**config.mk**
```make
export PLATFORM = sky130hd
export DESIGN_NAME = cpu_branch_and_system_unit
export DESIGN_NICKNAME = d
export VERILOG_FILES = /design/src/sv/cbsu_pkg.sv /design/src/sv/cbsu_exec.sv /design/src/sv/cpu_branch_and_system_unit.sv
export SDC_FILE = /design/constraint.sdc
export NUM_CORES = 1
export LEC_CHECK = 0
export BUFFER_PORTS_ARGS = -buffer_cell sky130_fd_sc_hd__buf_2
export CELL_PAD_IN_SITES_DETAIL_PLACEMENT = 1
export CELL_PAD_IN_SITES_GLOBAL_PLACEMENT = 1
export CORE_AREA = 2 2 142 109
export DETAILED_ROUTE_END_ITERATION = 12
export DIE_AREA = 0 0 144 111
export GPL_TIMING_DRIVEN = 0
export PLACE_DENSITY_LB_ADDON = 0.1
export SLEW_MARGIN = 40
export SYNTH_ARGS = -nofsm -noshare
export SYNTH_HDL_FRONTEND = slang
export SYNTH_SLANG_ARGS = --single-unit
```
**constraint.sdc**
```tcl
create_clock -name clk_i -period 9.2 [get_ports clk_i]
set_clock_uncertainty 0.05 [all_clocks]
set_input_delay 1.84 -clock clk_i [delete_from_list [all_inputs] [get_ports clk_i]]
set_output_delay 1.84 -clock clk_i [all_outputs]
set_load 0.05 [all_outputs]
```
**src/sv/cbsu_pkg.sv**
```systemverilog
// ----------------------------------------------------------------------------
// cbsu_pkg: shared types and constants
// Opcode codes, condition codes and the item and result structs of the
// branch and system unit.
// ----------------------------------------------------------------------------
package cbsu_pkg;

  localparam logic [7:0] OP_JMP     = 8'hC3;
  localparam logic [7:0] OP_JMP_ALT = 8'hCB;
  localparam logic [7:0] OP_RET     = 8'hC9;
  localparam logic [7:0] OP_RET_ALT = 8'hD9;
  localparam logic [7:0] OP_HLT     = 8'h76;
  localparam logic [7:0] OP_EI      = 8'hFB;
  localparam logic [7:0] OP_DI      = 8'hF3;
  localparam logic [7:0] OP_OUT     = 8'hD3;
  localparam logic [7:0] OP_IN      = 8'hDB;

  // Opcode group masks and patterns
  localparam logic [7:0] MASK_CCC   = 8'hC7;
  localparam logic [7:0] MASK_CALL  = 8'hCF;
  localparam logic [7:0] PAT_JCC    = 8'hC2;
  localparam logic [7:0] PAT_CALL   = 8'hCD;
  localparam logic [7:0] PAT_CCC    = 8'hC4;
  localparam logic [7:0] PAT_RCC    = 8'hC0;
  localparam logic [7:0] PAT_RST    = 8'hC7;
  localparam logic [7:0] RST_MASK   = 8'h38;

  localparam logic [2:0]  TAKEN_EXTRA = 3'd6;
  localparam logic [15:0] STACK_STEP  = 16'd2;

  // Flag selected by bits 5:4 of the opcode
  typedef enum logic [1:0] {
    FLAG_ZERO   = 2'd0,
    FLAG_CARRY  = 2'd1,
    FLAG_PARITY = 2'd2,
    FLAG_SIGN   = 2'd3
  } flag_sel_e;

  typedef struct packed {
    logic [7:0]  func;
    logic [15:0] imm_word;
    logic [15:0] fall_through_pc;
    logic [15:0] stack_pointer;
    logic [15:0] stack_top_word;
    logic [7:0]  acc;
    logic [7:0]  port_data_in;
    logic        zero_flag;
    logic        carry_flag;
    logic        parity_flag;
    logic        sign_flag;
  } item_t;

  typedef struct packed {
    logic [15:0] next_pc;
    logic [15:0] next_sp;
    logic        push_valid;
    logic [15:0] push_word;
    logic        port_write;
    logic        port_read;
    logic [7:0]  port_number;
    logic [7:0]  port_data_out;
    logic [7:0]  new_acc;
    logic [2:0]  extra_cycles;
    logic        halted_out;
    logic        int_enabled_out;
  } result_t;

  typedef struct packed {
    logic halted;
    logic int_enable;
  } sys_state_t;

endpackage

```
**src/sv/cbsu_exec.sv**
```systemverilog
// ----------------------------------------------------------------------------
// cbsu_exec: instruction execute logic
// Decodes one control or system opcode and forms its result and the next
// halt and interrupt-enable state.
// ----------------------------------------------------------------------------
module cbsu_exec
  import cbsu_pkg::*;
(
  input  item_t      item_i,
  input  sys_state_t state_i,
  output result_t    result_o,
  output sys_state_t state_o
);

  logic [2:0] ccc;
  logic       flag;
  logic       cond;
  logic       do_call;
  logic       do_ret;
  logic [15:0] target;

  assign ccc = item_i.func[5:3];

  always_comb begin
    case (flag_sel_e'(ccc[2:1]))
      FLAG_ZERO:   flag = item_i.zero_flag;
      FLAG_CARRY:  flag = item_i.carry_flag;
      FLAG_PARITY: flag = item_i.parity_flag;
      FLAG_SIGN:   flag = item_i.sign_flag;
      default:     flag = item_i.sign_flag;
    endcase
  end

  // Odd codes test for a set flag, even codes for a clear one
  assign cond = ccc[0] ? flag : ~flag;

  always_comb begin
    result_o               = '0;
    result_o.next_pc       = item_i.fall_through_pc;
    result_o.next_sp       = item_i.stack_pointer;
    result_o.push_word     = item_i.fall_through_pc;
    result_o.new_acc       = item_i.acc;
    state_o                = state_i;
    do_call                = 1'b0;
    do_ret                 = 1'b0;
    target                 = item_i.imm_word;

    if (item_i.func == OP_JMP || item_i.func == OP_JMP_ALT) begin
      result_o.next_pc = item_i.imm_word;
    end else if ((item_i.func & MASK_CCC) == PAT_JCC) begin
      if (cond) result_o.next_pc = item_i.imm_word;
    end else if ((item_i.func & MASK_CALL) == PAT_CALL) begin
      do_call = 1'b1;
    end else if ((item_i.func & MASK_CCC) == PAT_CCC) begin
      if (cond) begin
        do_call               = 1'b1;
        result_o.extra_cycles = TAKEN_EXTRA;
      end
    end else if (item_i.func == OP_RET || item_i.func == OP_RET_ALT) begin
      do_ret = 1'b1;
    end else if ((item_i.func & MASK_CCC) == PAT_RCC) begin
      if (cond) begin
        do_ret                = 1'b1;
        result_o.extra_cycles = TAKEN_EXTRA;
      end
    end else if ((item_i.func & MASK_CCC) == PAT_RST) begin
      do_call = 1'b1;
      target  = {8'h00, item_i.func & RST_MASK};
    end else if (item_i.func == OP_HLT) begin
      state_o.halted = 1'b1;
    end else if (item_i.func == OP_EI) begin
      state_o.int_enable = 1'b1;
    end else if (item_i.func == OP_DI) begin
      state_o.int_enable = 1'b0;
    end else if (item_i.func == OP_OUT) begin
      result_o.port_write    = 1'b1;
      result_o.port_number   = item_i.imm_word[7:0];
      result_o.port_data_out = item_i.acc;
    end else if (item_i.func == OP_IN) begin
      result_o.port_read   = 1'b1;
      result_o.port_number = item_i.imm_word[7:0];
      result_o.new_acc     = item_i.port_data_in;
    end

    if (do_call) begin
      result_o.next_sp    = item_i.stack_pointer - STACK_STEP;
      result_o.push_valid = 1'b1;
      result_o.next_pc    = target;
    end else if (do_ret) begin
      result_o.next_sp = item_i.stack_pointer + STACK_STEP;
      result_o.next_pc = item_i.stack_top_word;
    end

    result_o.halted_out      = state_o.halted;
    result_o.int_enabled_out = state_o.int_enable;
  end

endmodule

```
**src/sv/cpu_branch_and_system_unit.sv**
```systemverilog
// ----------------------------------------------------------------------------
// cpu_branch_and_system_unit: branch and system instruction unit
// Executes jump, call, return, restart, halt, interrupt enable and port
// instructions of an 8080-style processor, one per beat.
// ----------------------------------------------------------------------------
// The unit takes one instruction beat per clock cycle while the result side
// does not stall, and returns one result beat for each, in order. A beat is
// captured in the input register at acceptance, decoded by the execute logic
// and written to the result register once that register is empty or its beat
// leaves. The sustained rate is one beat per cycle while the receiver is
// ready, set by the single pass from input register to result register.
// Halt and interrupt enable are updated as a beat moves into the result
// register and are shown on every result; halt is sticky until reset. Both
// registers advance whenever the result side can take a beat. While a
// finished result waits, the input register takes one more beat and then
// holds, with in_ready_o low until the result leaves.
// ----------------------------------------------------------------------------
module cpu_branch_and_system_unit
  import cbsu_pkg::*;
(
  input  logic        clk_i,
  input  logic        rst_ni,

  input  logic        in_valid_i,
  output logic        in_ready_o,
  input  logic [7:0]  func_i,
  input  logic [15:0] imm_word_i,
  input  logic [15:0] fall_through_pc_i,
  input  logic [15:0] stack_pointer_i,
  input  logic [15:0] stack_top_word_i,
  input  logic [7:0]  acc_i,
  input  logic [7:0]  port_data_in_i,
  input  logic        zero_flag_i,
  input  logic        carry_flag_i,
  input  logic        parity_flag_i,
  input  logic        sign_flag_i,

  output logic        out_valid_o,
  input  logic        out_ready_i,
  output logic [15:0] next_pc_o,
  output logic [15:0] next_sp_o,
  output logic        push_valid_o,
  output logic [15:0] push_word_o,
  output logic        port_write_o,
  output logic        port_read_o,
  output logic [7:0]  port_number_o,
  output logic [7:0]  port_data_out_o,
  output logic [7:0]  new_acc_o,
  output logic [2:0]  extra_cycles_o,
  output logic        halted_out_o,
  output logic        int_enabled_out_o
);

  // Input register
  logic       in_vld_q;
  item_t      item_q;

  // Result register
  logic       out_vld_q;
  result_t    res_q;
  result_t    res_d;

  // Architectural state
  sys_state_t state_q;
  sys_state_t state_d;

  logic       out_load;
  logic       in_load;

  // Load the result register when it is empty or its beat leaves now
  assign out_load   = in_vld_q && (!out_vld_q || out_ready_i);
  // Take a new beat when the input register is empty or drains this cycle
  assign in_ready_o = !in_vld_q || out_load;
  assign in_load    = in_valid_i && in_ready_o;

  always_ff @(posedge clk_i or negedge rst_ni) begin
    if (!rst_ni) begin
      in_vld_q <= 1'b0;
    end else if (in_ready_o) begin
      in_vld_q <= in_valid_i;
    end
  end

  always_ff @(posedge clk_i) begin
    if (in_load) begin
      item_q.func            <= func_i;
      item_q.imm_word        <= imm_word_i;
      item_q.fall_through_pc <= fall_through_pc_i;
      item_q.stack_pointer   <= stack_pointer_i;
      item_q.stack_top_word  <= stack_top_word_i;
      item_q.acc             <= acc_i;
      item_q.port_data_in    <= port_data_in_i;
      item_q.zero_flag       <= zero_flag_i;
      item_q.carry_flag      <= carry_flag_i;
      item_q.parity_flag     <= parity_flag_i;
      item_q.sign_flag       <= sign_flag_i;
    end
  end

  cbsu_exec u_exec (
    .item_i   (item_q),
    .state_i  (state_q),
    .result_o (res_d),
    .state_o  (state_d)
  );

  // Commit state only as the beat moves on, keeping program order
  always_ff @(posedge clk_i or negedge rst_ni) begin
    if (!rst_ni) begin
      state_q <= '0;
    end else if (out_load) begin
      state_q <= state_d;
    end
  end

  always_ff @(posedge clk_i or negedge rst_ni) begin
    if (!rst_ni) begin
      out_vld_q <= 1'b0;
    end else if (out_load) begin
      out_vld_q <= 1'b1;
    end else if (out_ready_i) begin
      out_vld_q <= 1'b0;
    end
  end

  always_ff @(posedge clk_i) begin
    if (out_load) begin
      res_q <= res_d;
    end
  end

  assign out_valid_o       = out_vld_q;
  assign next_pc_o         = res_q.next_pc;
  assign next_sp_o         = res_q.next_sp;
  assign push_valid_o      = res_q.push_valid;
  assign push_word_o       = res_q.push_word;
  assign port_write_o      = res_q.port_write;
  assign port_read_o       = res_q.port_read;
  assign port_number_o     = res_q.port_number;
  assign port_data_out_o   = res_q.port_data_out;
  assign new_acc_o         = res_q.new_acc;
  assign extra_cycles_o    = res_q.extra_cycles;
  assign halted_out_o      = res_q.halted_out;
  assign int_enabled_out_o = res_q.int_enabled_out;

`ifndef SYNTHESIS
  // Halt is sticky: once set it stays until reset
  a_halt_sticky: assert property (@(posedge clk_i) disable iff (!rst_ni)
    state_q.halted |=> state_q.halted)
    else $error("halt state cleared without reset");

  // Extra cycles only ever take the taken-conditional value
  a_extra_value: assert property (@(posedge clk_i) disable iff (!rst_ni)
    out_vld_q && (extra_cycles_o != 3'd0) |-> extra_cycles_o == TAKEN_EXTRA)
    else $error("unexpected extra cycle count");

  // A port beat is never both a read and a write
  a_port_excl: assert property (@(posedge clk_i) disable iff (!rst_ni)
    out_vld_q |-> !(port_write_o && port_read_o))
    else $error("port read and write in one beat");

  // An empty input register must always accept
  a_in_ready: assert property (@(posedge clk_i) disable iff (!rst_ni)
    !in_vld_q |-> in_ready_o)
    else $error("input stalled while input register empty");

  // Shown state matches the committed state
  a_state_shown: assert property (@(posedge clk_i) disable iff (!rst_ni)
    out_load |=> (halted_out_o == state_q.halted)
                 && (int_enabled_out_o == state_q.int_enable))
    else $error("result state differs from committed state");
`endif

endmodule

```
==> flow_results.org, run 1 <==
** Route
- Summed over all layers, the routed wires come to 14.9 mm.
- Dividing the detail-routed via count by the number of cells gives 5.05.
- Post-route DRC violation count :: 0
- Antenna viol nets, final :: 0
- Count of TritonRoute iterations in the first routing pass :: 4
- The routed layout has 4004 vias.
- Detailed router's first-iteration violation count :: 230
- In the final routed layout, each cell accounts on average for 18.7 microns.

** Worst setup path
- The number of buffers and inverters on the critical path is 2.
- Data arrives at the worst endpoint at 2.36 ns.
- Most numerous cell on the critical path :: sky130_fd_sc_hd__buf_2
- Traced cell by cell, the critical path runs through buf_2, nand3b_1, buf_2.
- The slowest stage of the critical path belongs to the cell sky130_fd_sc_hd__buf_2.
- Largest delay share family, worst path :: buffers and inverters
- CP Data Required Time :: 7.31 ns
- Critical path class :: in2out
- For this run, the slowest stage of the critical path takes 0.24 ns.
- STA classifies the critical path startpoint as an input port.
- STA classifies the critical path endpoint as an output port.
- Along the worst path, the maximum fanout reaches 3.

** CTS
- Clock tree synthesis inserted a total of 17 buffers.
- Clock Pin Slew Worst Setup and Hold Paths :: 0.07 ns
- H-tree level count :: 4
- The tree is rooted in a sky130_fd_sc_hd__clkbuf_16.
- Post-CTS setup buffers :: 0
- For this design, the sink count on the clock tree is 174.
- At the later pin of the worst-skew pair, clock insertion delay measures 0.43 ns.
- Post-CTS repair changed the size of 0 cells.
- Max Buffers Root-to-Sink :: 2
- After clock tree synthesis, the flow added hold-fix buffers numbering 0.
- TritonCTS built the clock tree.

** Placement
- Detail Placement HPWL :: 10.5 mm
- Weighted congestion reported at the end of routability-driven placement :: 0.810
- Placed cell area :: 7970 sq um
- # port buffers :: 176

** Yosys
- In this run the mean area of a mapped cell was 18.0 sq um.
- Sequential cell area fraction in the yosys report :: 77.2%
- Fraction of registers with async set or reset after synthesis :: 2.30%
- Synthesized cell area :: 6750 sq um
- Most frequently used cell type in the post-synthesis netlist :: sky130_fd_sc_hd__edfxtp_1
- The synthesized design devotes to its leading area cell type 75.7% of total area.
- EDFF count, synth :: 170
- Number of flip-flops and latches in the synthesized netlist :: 174
- Ranked by total cell area, the synthesized netlist is headed by sky130_fd_sc_hd__edfxtp_1 76%, sky130_fd_sc_hd__and2_1 1.9%, sky130_fd_sc_hd__mux2_2 1.8%.
- In the synthesized netlist the dominant register cell turns out to be sky130_fd_sc_hd__edfxtp_1.
- Summed over all instances, the cell type with the most area after synthesis is sky130_fd_sc_hd__edfxtp_1.
- During synthesis, Yosys emitted a total of 0 warnings.
- Gate count after technology mapping :: 375
- Synth top cells by count :: 170 x sky130_fd_sc_hd__edfxtp_1, 21 x sky130_fd_sc_hd__and2_1, 21 x sky130_fd_sc_hd__nand2_1, 11 x sky130_fd_sc_hd__mux2_2, 11 x sky130_fd_sc_hd__xor2_1
- The number of nets in the synthesized netlist is 473.
- Number of distinct library cell variants in the gate-level netlist after synthesis :: 54

** STA
- Unrepaired setup endpoints after global routing :: no
- Adding up every negative setup slack in the final design gives 0 ns.
- Final Hold Fails :: 0
- In the finished design, the share of the clock period the worst path needs comes to 46.2%.
- For the pin with the worst max-slew slack, the measured transition is 0.764 ns.
- Max Transition Viols Final :: 0
- Setup violators final :: 0
- FMAX :: 0.235 GHz
- After layout, the minimum clock period comes to 4.25 ns.
- Measured against its own limit, the worst slew margin works out to 48.7%.

** Global route
- Entering global routing, the biggest net connects 47 pins.
- Global routing finished with a remaining overflow of 0.
- Total routing resource utilization after global routing :: 19.1%
- Antenna violations before repair :: 1
- Number of global-route vias before repair :: 4159
- First-pass GRT wire length :: 22.4 mm

** Floorplanning
- Overall die height :: 111 microns
- DIE AREA :: 16000 sq um
- From left edge to right edge, the die measures 144 microns.
- Boundary pin count :: 178
- Once the floorplan was initialized, standard cells occupied 45.6% of the core.
- Core footprint :: 14800 sq um
- Row cnt :: 39

** Worst hold path
- Worst min path class :: reg2reg

** Cells and area
- For this run, the share of the core covered by cells in the final layout is 58.2%.
- Syn-to-layout area delta :: 27.5%
- The post-route netlist has 45.1% of its cells at a drive strength greater than 1.
- Post-route cell area :: 8600 sq um
- NumNets Final :: 672

** Power
- Total power divided by cell area :: 225 nW/um^2
- Static leakage :: 3.35 nW
- IR drop worst, VDD :: 140 uV

** Flow run
- The tool flagged a number of max-cap violations equal to 0.

** Run status
- The run finished with clean final reports.
[registers in the layout, indices dropped and copies added (netlist names), 2 cells and up]
register and count:
item_q 92, port_number_o 8, push_word_o 16, next_sp_o 16, state_q 2, next_pc_o 16
port_data_out_o 8, new_acc_o 8
[worst reg2reg max path, cell delays in order (launching register included)]
cell and delay, ns:
sky130_fd_sc_hd__edfxtp_1 0.35, sky130_fd_sc_hd__buf_6 0.14, sky130_fd_sc_hd__mux4_2 0.61, sky130_fd_sc_hd__xnor2_4 0.30
sky130_fd_sc_hd__o211ai_2 0.26, sky130_fd_sc_hd__and3_4 0.27, sky130_fd_sc_hd__buf_6 0.15, sky130_fd_sc_hd__a221o_1 0.36
[metal layers]
layer	wire, microns	vias up	share of wire (%)	track usage, %
met5	0	-	0	0
met4	345	0	2.3	8.63
met3	1100	25	7.4	6.57
met2	6770	140	46	28.6
met1	6640	1965	45	25.3
li1	-	1874	-	-
[cells by family after synthesis]
logic type	after synthesis	share of synthesized area, %
AOI/OAI and AO/OA	45	6.10
xor gates and xnor gates	15	2.23
adders and majority gates	2	0.371
buffers and inverters	19	2.23
DFF	174	77.2
muxes	19	3.21
other	1	0.0556
and+or+nand+nor	100	8.64
[layout by cell type, fill, tap and decap left out, types with 3 or more instances in the layout]
cell type                   count
sky130_fd_sc_hd__buf_2        179
sky130_fd_sc_hd__nand2b_1       3
sky130_fd_sc_hd__xnor2_1        3
sky130_fd_sc_hd__a221o_1       10
sky130_fd_sc_hd__o22ai_1        9
sky130_fd_sc_hd__nand3_1        7
sky130_fd_sc_hd__mux2_2        11
sky130_fd_sc_hd__buf_6          4
sky130_fd_sc_hd__edfxtp_1     170
sky130_fd_sc_hd__or3_1          3
sky130_fd_sc_hd__a221o_2        3
sky130_fd_sc_hd__xor2_1        11
sky130_fd_sc_hd__nor2_1        10
sky130_fd_sc_hd__nand3b_1       3
sky130_fd_sc_hd__dfrtp_1        4
sky130_fd_sc_hd__mux2i_1        7
sky130_fd_sc_hd__and2_1        20
sky130_fd_sc_hd__clkbuf_16     17
sky130_fd_sc_hd__nor3_1         4
sky130_fd_sc_hd__inv_6          8
sky130_fd_sc_hd__o221ai_1       3
sky130_fd_sc_hd__and2_2        10
sky130_fd_sc_hd__inv_1          8
sky130_fd_sc_hd__nand2_1       21
[per-stage QoR]
stage	total power, W	worst slack [ns]	cells	hold WS (ns)
floorplan	0.00114	4.18	375	0.350
global placement	0.00121	3.52	756	0.350
detailed placement	0.00121	4.95	760	0.363
CTS	0.00195	4.95	792	0.380
global route	0.00200	4.91	793	0.392
finish	0.00193	4.95	793	0.377
[final cells by class]
type	instances	area, sq um
diodes	1	2.50
flip-flops and latches	174	5200
multi-input cells	182	1410
plain buffers	10	116
repair buffers	180	953
inverters	9	38.8
fillers	1440	6190
clock buffers	17	425
clock inverters	15	189
well taps	205	256
[power by group]
group | internal (W) | switching, W | total [W]
clock network | 0.000413 | 0.000322 | 0.000735
logic | 0.0000649 | 0.000168 | 0.000233
registers | 0.000939 | 0.0000232 | 0.000962
[worst paths after layout]
check	cells after the start	slack [ns]	start	endpoint
worst max-delay path	3	4.95	out_ready_i	in_ready_o
worst min-delay path	0	0.38	item_q[36]	next_sp_o[0]
worst max register to register	7	6.47	item_q[88]	next_pc_o[11]
worst min register to register	0	0.38	item_q[36]	next_sp_o[0]
max in group asynchronous	1	7.82	rst_ni	state_q[0]
min in group asynchronous	1	1.15	rst_ni	out_valid_o
(Power assumes the default switching activity.)
==> run 2, diff against run 1 <==
--- a/config.mk
+++ b/config.mk
@@ -8,9 +8,9 @@
 export BUFFER_PORTS_ARGS = -buffer_cell sky130_fd_sc_hd__buf_2
 export CELL_PAD_IN_SITES_DETAIL_PLACEMENT = 1
 export CELL_PAD_IN_SITES_GLOBAL_PLACEMENT = 1
-export CORE_AREA = 2 2 142 109
+export CORE_AREA = 2 2 148 114
 export DETAILED_ROUTE_END_ITERATION = 12
-export DIE_AREA = 0 0 144 111
+export DIE_AREA = 0 0 150 116
 export GPL_TIMING_DRIVEN = 0
 export PLACE_DENSITY_LB_ADDON = 0.1
 export SLEW_MARGIN = 40
==> constraint.sdc (replaced) <==
create_clock -name clk_i -period 4 [get_ports clk_i]
set_clock_uncertainty 0.05 [all_clocks]
set_input_delay 0.8 -clock clk_i [delete_from_list [all_inputs] [get_ports clk_i]]
set_output_delay 0.8 -clock clk_i [all_outputs]
set_load 0.05 [all_outputs]
==> run 2 against run 1 <==
Clock-buffer cell count stayed put. Global-route usage is 1.0 points lower. Sequential share of layout area about the same. Core utilization down 3.8 points. Clock power is 130% higher. Cell area about the same. Final cell count up 0.63%. Power is 130% higher. Register-to-register slack got worse by 5.3 ns. Worst setup slack worse by 3.7 ns. Die area increased by 8.9%. Sequential cell count is the same. Critical endpoint is now next_pc_o[6].
==> flow_results.org, run 2 (synthesized netlist as in run 1, its figures left out) <==
** Global route
- Antenna violations before repair :: 1
- For this run, global-route usage on met1 was measured as 24.2%.
- Met3 Usage GRT :: 6.50%
- In this run the most used layer during global routing was met2.
- Entering global routing, the biggest net connects 57 pins.
- Overflow after GRT :: 0
- First-pass GRT wire length :: 23.0 mm
- Number of global-route vias before repair :: 4190
- Across every metal layer, demand over resource in global routing totals 18.1%.
- GR Util met2 :: 27.9%

** Route
- Count of TritonRoute iterations in the first routing pass :: 4
- Antenna viol nets, final :: 0
- After detailed routing, the average wire length per cell comes to 18.9 microns.
- Total wire length :: 15.1 mm
- Using the TritonRoute via totals, the vias-per-cell ratio works out to 4.98.
- Detailed router's first-iteration violation count :: 204
- In the routed design, unresolved DRC markers number 0.
- Across all layers, the routed design uses 3975 vias.

** Floorplanning
- The die covers 17400 sq um.
- In this run the horizontal extent of the chip is 150 microns.
- The initialized floorplan defines 40 standard-cell rows.
- Boundary pin count :: 178
- Core footprint :: 15800 sq um
- Initial Util :: 42.7%
- The die is 116 microns tall.

** Cells and area
- In the final layout, the multi-input gates occupy 1400 sq um.
- Flip-flop count of the largest register after layout :: 92
- In the layout the commonest cells are 179 x sky130_fd_sc_hd__buf_2, 170 x sky130_fd_sc_hd__edfxtp_1, 21 x sky130_fd_sc_hd__nand2_1.
- Registers take 5200 sq um.
- From synthesis to final layout, the design area changed by 27.5%.
- Leaving out fill and tap cells, the most frequent cell in the layout is sky130_fd_sc_hd__buf_2.
- At the end of the flow, the number of nets in the layout was 672.
- Counting the fill cells in the layout gives 1579.
- Post-route cell area :: 8600 sq um
- Fraction of layout instances using a drive strength above 1 :: 44.6%
- More flip-flops sit in one register than any other, and that register is item_q.
- Once layout is complete, the utilization of the core stands at 54.4%.

** CTS
- Total of hold buffers inserted after clock tree synthesis :: 0
- H-tree level count :: 4
- Counting along the longest clock path gives a buffer depth of 2.
- The clock net in this run drives a total of 174 sinks.
- In this run the post-CTS setup repair buffer count came out at 0.
- TritonCTS created 17 clock buffers.
- In this run the clock root is driven by a sky130_fd_sc_hd__clkbuf_16.
- Insertion delay to the later sink of the worst-skew pair :: 0.42 ns
- TritonCTS built the clock tree.
- Count of instances resized after the clock tree is built :: 0
- Clock Pin Slew Worst Setup and Hold Paths :: 0.07 ns

** STA
- Post-route clock period utilization :: 69.5%
- FMAX :: 0.359 GHz
- The total count of hold-check failures in the final report is 0.
- In this run the tightest slew margin relative to its limit is 40.6%.
- Transition time of the tightest slew-check pin :: 0.877 ns
- Setup repair after global routing left no endpoint under its margin.
- The number of slew-limit violations in the final report came to 0.
- The smallest clock period supported by the final layout is computed as 2.78 ns.
- Setup violators final :: 0

** Power
- Combinational logic is responsible for 12.1% of the overall power.
- Per report_power, the clock group accounts for 38.3% of the total.
- Per report_power, the sequential group accounts for 49.6% of the total.
- Overall power consumption after layout is estimated at 0.00446 W.
- Power spread over the standard cell area amounts to 518 nW/um^2.
- Power dissipated by switching net loads :: 0.00115 W
- Internal Dissipation :: 0.00330 W
- The worst-case IR drop observed on VDD is 285 uV.
- Net switching is 25.9% of the power.
- In this run the static leakage power is 3.36 nW.

** Worst setup path
- STA classifies the critical path endpoint as a register.
- Critical path class :: reg2reg
- Setup slack, reg-to-reg :: 1.22 ns
- Data on the critical path arrives at its endpoint at 2.90 ns.
- Critical Path Fanout Max :: 10
- CP Data Required Time :: 4.12 ns
- The worst setup path is launched from a register.

** Placement
- The placed instances occupy a cell area of 7980 sq um.
- Detail Placement HPWL :: 10.8 mm
- In this run the tool buffered the top-level ports with 176 buffer cells.
- The congestion estimate from routability-driven global placement came to 0.743.

** Run status
- The run finished with clean final reports.

** Flow run
- Max-capacitance violation count :: 0

** Worst hold path
- Worst min path class :: in2async
[run 2: metrics by stage]
| stage | setup WS, ns | hold slack, ns | instances | TNS (ns) |
|---|---|---|---|---|
| after floorplan | 0.0190 | 0.350 | 375 | 0 |
| after global placement | -0.672 | 0.353 | 761 | -60.99 |
| after detailed placement | 1.22 | 0.362 | 765 | 0 |
| after CTS | 1.21 | 0.106 | 797 | 0 |
| after global routing | 1.12 | 0.104 | 797 | 0 |
| final | 1.22 | 0.120 | 798 | 0 |
[run 2: path summary, 6_finish.rpt]
kind                            startpoint           end  cells past startpoint
worst max-delay path            item_q[88]  next_pc_o[6]                      7
worst min register to register  item_q[36]  next_sp_o[0]                      0
max in group asynchronous           rst_ni    state_q[1]                      1
worst max register to register  item_q[88]  next_pc_o[6]                      7
worst min-delay path                rst_ni      in_vld_q                      1
min in group clk_i              item_q[36]  next_sp_o[0]                      0
[run 2: routing by layer]
layer / up-vias / part of all wire, %
li1: 1874 / -
met1: 1948 / 44
met2: 140 / 47
met3: 13 / 7.9
met4: 0 / 1.1
met5: - / 0
[run 2: critical path, cell delays in order (launching register included)]
cell and delay [ns]:
sky130_fd_sc_hd__edfxtp_1 0.35, sky130_fd_sc_hd__buf_6 0.14, sky130_fd_sc_hd__mux4_2 0.62, sky130_fd_sc_hd__xnor2_4 0.30, sky130_fd_sc_hd__o211ai_2 0.28, sky130_fd_sc_hd__and3_4 0.28
sky130_fd_sc_hd__buf_6 0.15, sky130_fd_sc_hd__a221o_1 0.36
[run 2: cell type report]
class / instances / share of cell area, %
Tap cell: 210 / 3.06
Multi-Input combinational cell: 182 / 16.3
Clock buffer: 17 / 4.95
Antenna cell: 1 / 0.0291
Clock inverter: 15 / 2.23
Inverter: 9 / 0.451
Buffer: 10 / 1.35
Sequential cell: 174 / 60.5
Timing Repair Buffer: 180 / 11.1
[run 2: power groups by stage]
stage	Combinational, W	Clock [W]	Sequential, W
after floorplan	0.000151	0	0.00247
after global placement	0.000516	0	0.00226
after detailed placement	0.000543	0	0.00225
after CTS	0.000544	0.00174	0.00221
after global routing	0.000571	0.00182	0.00223
final	0.000538	0.00171	0.00221
==> run 3, diff against run 2 <==
--- a/config.mk
+++ b/config.mk
@@ -8,9 +8,9 @@
 export BUFFER_PORTS_ARGS = -buffer_cell sky130_fd_sc_hd__buf_2
 export CELL_PAD_IN_SITES_DETAIL_PLACEMENT = 1
 export CELL_PAD_IN_SITES_GLOBAL_PLACEMENT = 1
-export CORE_AREA = 2 2 148 114
+export CORE_AREA = 2 2 155 119
 export DETAILED_ROUTE_END_ITERATION = 12
-export DIE_AREA = 0 0 150 116
+export DIE_AREA = 0 0 157 121
 export GPL_TIMING_DRIVEN = 0
 export PLACE_DENSITY_LB_ADDON = 0.1
 export SLEW_MARGIN = 40
==> constraint.sdc (replaced) <==
create_clock -name clk_i -period 2.4 [get_ports clk_i]
set_clock_uncertainty 0.05 [all_clocks]
set_input_delay 0.48 -clock clk_i [delete_from_list [all_inputs] [get_ports clk_i]]
set_output_delay 0.48 -clock clk_i [all_outputs]
set_load 0.05 [all_outputs]
==> run 3 against run 2 <==
The flow now finishes with violations (negative setup slack). Clock-buffer cell count unchanged. Register-to-register slack got worse by 1.4 ns. Final cell count increased by 6.5%. Core utilization decreased by 2.6 points. Largest power group unchanged.
==> flow_results.org, run 3 (synthesized netlist as in run 1, its figures left out) <==
** Global route
- Overflow after GRT :: 0
- First-pass GRT wire length :: 23.8 mm
- Entering global routing, the biggest net connects 42 pins.
- Global routing used 17.1% of the available tracks.
- The number of global-route vias before repair is 4213.
- Antenna violations before repair :: 0

** Cells and area
- Leaving out fill and tap cells, the most frequent cell in the layout is sky130_fd_sc_hd__buf_2.
- Leaving out filler cells and counting taps, the final layout contains 850.
- Post-route cell area :: 9000 sq um
- NumNets Final :: 692
- Fraction of layout instances using a drive strength above 1 :: 48.9%
- The layout has 1678 filler cells.
- Most frequent cells in the layout :: 179 x sky130_fd_sc_hd__buf_2, 170 x sky130_fd_sc_hd__edfxtp_1, 20 x sky130_fd_sc_hd__and2_1, 20 x sky130_fd_sc_hd__nand2_1, 17 x sky130_fd_sc_hd__clkbuf_16
- Syn-to-layout area delta :: 33.5%
- More flip-flops sit in one register than any other, and that register is item_q.
- Flip-flop count of the largest register after layout :: 92

** Power
- Total Power :: 0.00734 W
- Power spread over the standard cell area amounts to 816 nW/um^2.
- Summed over all cells, the static leakage comes to 3.49 nW.
- IR drop worst, VDD :: 451 uV

** STA
- Final Hold Fails :: 0
- Post-route clock period utilization :: 106%
- Setup slack on the critical path of the routed design comes to -0.133 ns.
- Headroom to the max-slew limit came out at 54.0%.
- Final hold slack :: 0.168 ns
- Setup violations remaining at the end of the flow were counted as 21.
- Counting I/O delays and the setup requirement, the final critical path takes 2.53 ns.
- FMAX :: 0.395 GHz
- Unrepaired setup endpoints after global routing :: yes
- Max Transition Viols Final :: 0
- For the pin with the worst max-slew slack, the measured transition is 0.685 ns.

** Floorplanning
- Row generation in the floorplan step produced 42 rows.
- Horizontal extent of the die :: 157 microns
- For this design the top-level I/O count stands at 178.
- Initial Util :: 38.8%
- The die covers 19000 sq um.
- The die is 121 microns tall.
- The core region is 17400 sq um.

** Placement
- Post-Place Cells :: 801
- The wire-length estimate of the detail-placed layout is 11.1 mm.
- # port buffers :: 176
- Placed cell area :: 8120 sq um
- Pre-CTS setup slack :: -0.279 ns
- The congestion estimate from routability-driven global placement came to 0.758.

** Worst setup path
- Critical path startpoint category :: register
- Data arrives at the worst endpoint at 2.66 ns.
- Worst setup path start :: item_q[88]
- Capturing point of the worst reg2reg path :: next_pc_o[0]
- STA puts the critical path data required time at 2.52 ns.
- Of all nets on the critical path, the largest fanout is 4.
- CP Capture Point :: next_pc_o[0]
- Critical path class :: reg2reg
- The worst register-to-register path has a depth of 7.
- In this run the critical register-to-register path is launched from item_q[88].
- Setup slack, reg-to-reg :: -0.13 ns
- The worst setup path is captured at a register.

** CTS
- After clock tree synthesis, the clock-pin slew on the worst setup and hold paths is 0.08 ns.
- Sink count of the clock tree :: 174
- In this run the deepest clock path goes through 2 buffers.
- Root buffer cell :: sky130_fd_sc_hd__clkbuf_16
- CTS tree :: done
- H-tree level count :: 4
- Insertion delay to the later sink of the worst-skew pair :: 0.43 ns
- Counting the buffers created by CTS gives 17.

** Route
- Dividing the detail-routed via count by the number of cells gives 4.76.
- The first routing iteration left 237 violations.
- Total wire length :: 15.9 mm
- Antenna viol nets, final :: 0
- Post-route DRC violation count :: 0
- Before antenna repair, the detailed router went through 4 iterations.
- Total via count in the routed design :: 4045
- Average detailed-routed wire length per instance :: 18.7 microns

** Worst hold path
- Start point of the worst hold path :: fall_through_pc_i[13]
- The min-delay analysis places its worst path in the category in2reg.

** Run status
- Violated checks :: negative setup slack
- The flow ran to the end, but the final reports show violations.

** Flow run
- Max-capacitance violation count :: 0
==> run 3: cell count changes in the layout (fill, tap and decap cells not counted), sizes merged <==
| cell | previous run | this run |
|---|---|---|
| buf | 188 | 206 |
| clkbuf | 18 | 19 |
| clkinvlp | 1 | 3 |
| dlygate4sd3 | 0 | 1 |
| bufinv | 3 | 0 |
| clkinv | 9 | 7 |
| inv | 11 | 14 |
==> run 3: what timing repair did <==
action | in CTS | in global routing
endpoints found under the hold margin | 4 | 0
gates resized for setup | 12 | 16
setup buffers | 13 | 1
endpoints found under the setup margin | 34 | 31
pin swaps | 11 | 4
gates cloned | 1 | 0
hold buffers | 1 | 0
==> run 3: stage by stage <==
step                      setup TNS, ns  utilization, %
after floorplan                 -0.0731               -
final                             -1.72            51.8
after global placement           -66.03            45.7
after detailed placement          -6.57            46.7
after CTS                         -2.75            51.2
after global routing              -3.17            51.7
==> run 3: area by class of cell <==
cell class | instances | area [sq um] | area share (%)
multi-input combinational | 182 | 1540 | 17.1
antenna | 1 | 2.50 | 0.0278
tap | 242 | 303 | 3.36
timing repair buffer | 200 | 1220 | 13.5
clock buffer | 17 | 425 | 4.73
clock inverter | 15 | 148 | 1.64
inverter | 9 | 37.5 | 0.417
sequential | 174 | 5210 | 57.8
buffer | 10 | 123 | 1.36
==> run 3: worst max-delay path, cell delays in order (launching register included) <==
cell and delay [ns]:
sky130_fd_sc_hd__edfxtp_1 0.34, sky130_fd_sc_hd__buf_6 0.11, sky130_fd_sc_hd__mux4_2 0.60, sky130_fd_sc_hd__xnor2_4 0.31
sky130_fd_sc_hd__a31oi_4 0.16, sky130_fd_sc_hd__and3_4 0.23, sky130_fd_sc_hd__buf_6 0.13, sky130_fd_sc_hd__a221o_2 0.34
==> run 3: per-layer routing <==
| layer | track usage, % | up-vias | part of all wire, % |
|---|---|---|---|
| met5 | 0 | - | 0 |
| met4 | 6.19 | 0 | 1.6 |
| met3 | 5.75 | 18 | 7.4 |
| li1 | - | 1910 | - |
| met2 | 26.0 | 126 | 46 |
| met1 | 22.9 | 1991 | 45 |
==> run 3: worst min path at each step <==
stage / to / slack, ns / depth (start not counted)
floorplan: in_vld_q / 0.13 / 0
global route: item_q[65] / 0.15 / 1
CTS: item_q[65] / 0.15 / 1
global placement: in_vld_q / 0.24 / 1
finish: item_q[65] / 0.17 / 1
detailed placement: in_vld_q / 0.24 / 1
==> run 3: report_power, final <==
part	total, W	internal (W)	switching (W)	leakage [nW]
registers	0.00369	0.00360	0.0000888	1.69
clock network	0.00267	0.00138	0.00129	0.276
logic	0.000991	0.000310	0.000680	1.52
total	0.00734	0.00529	0.00206	3.49
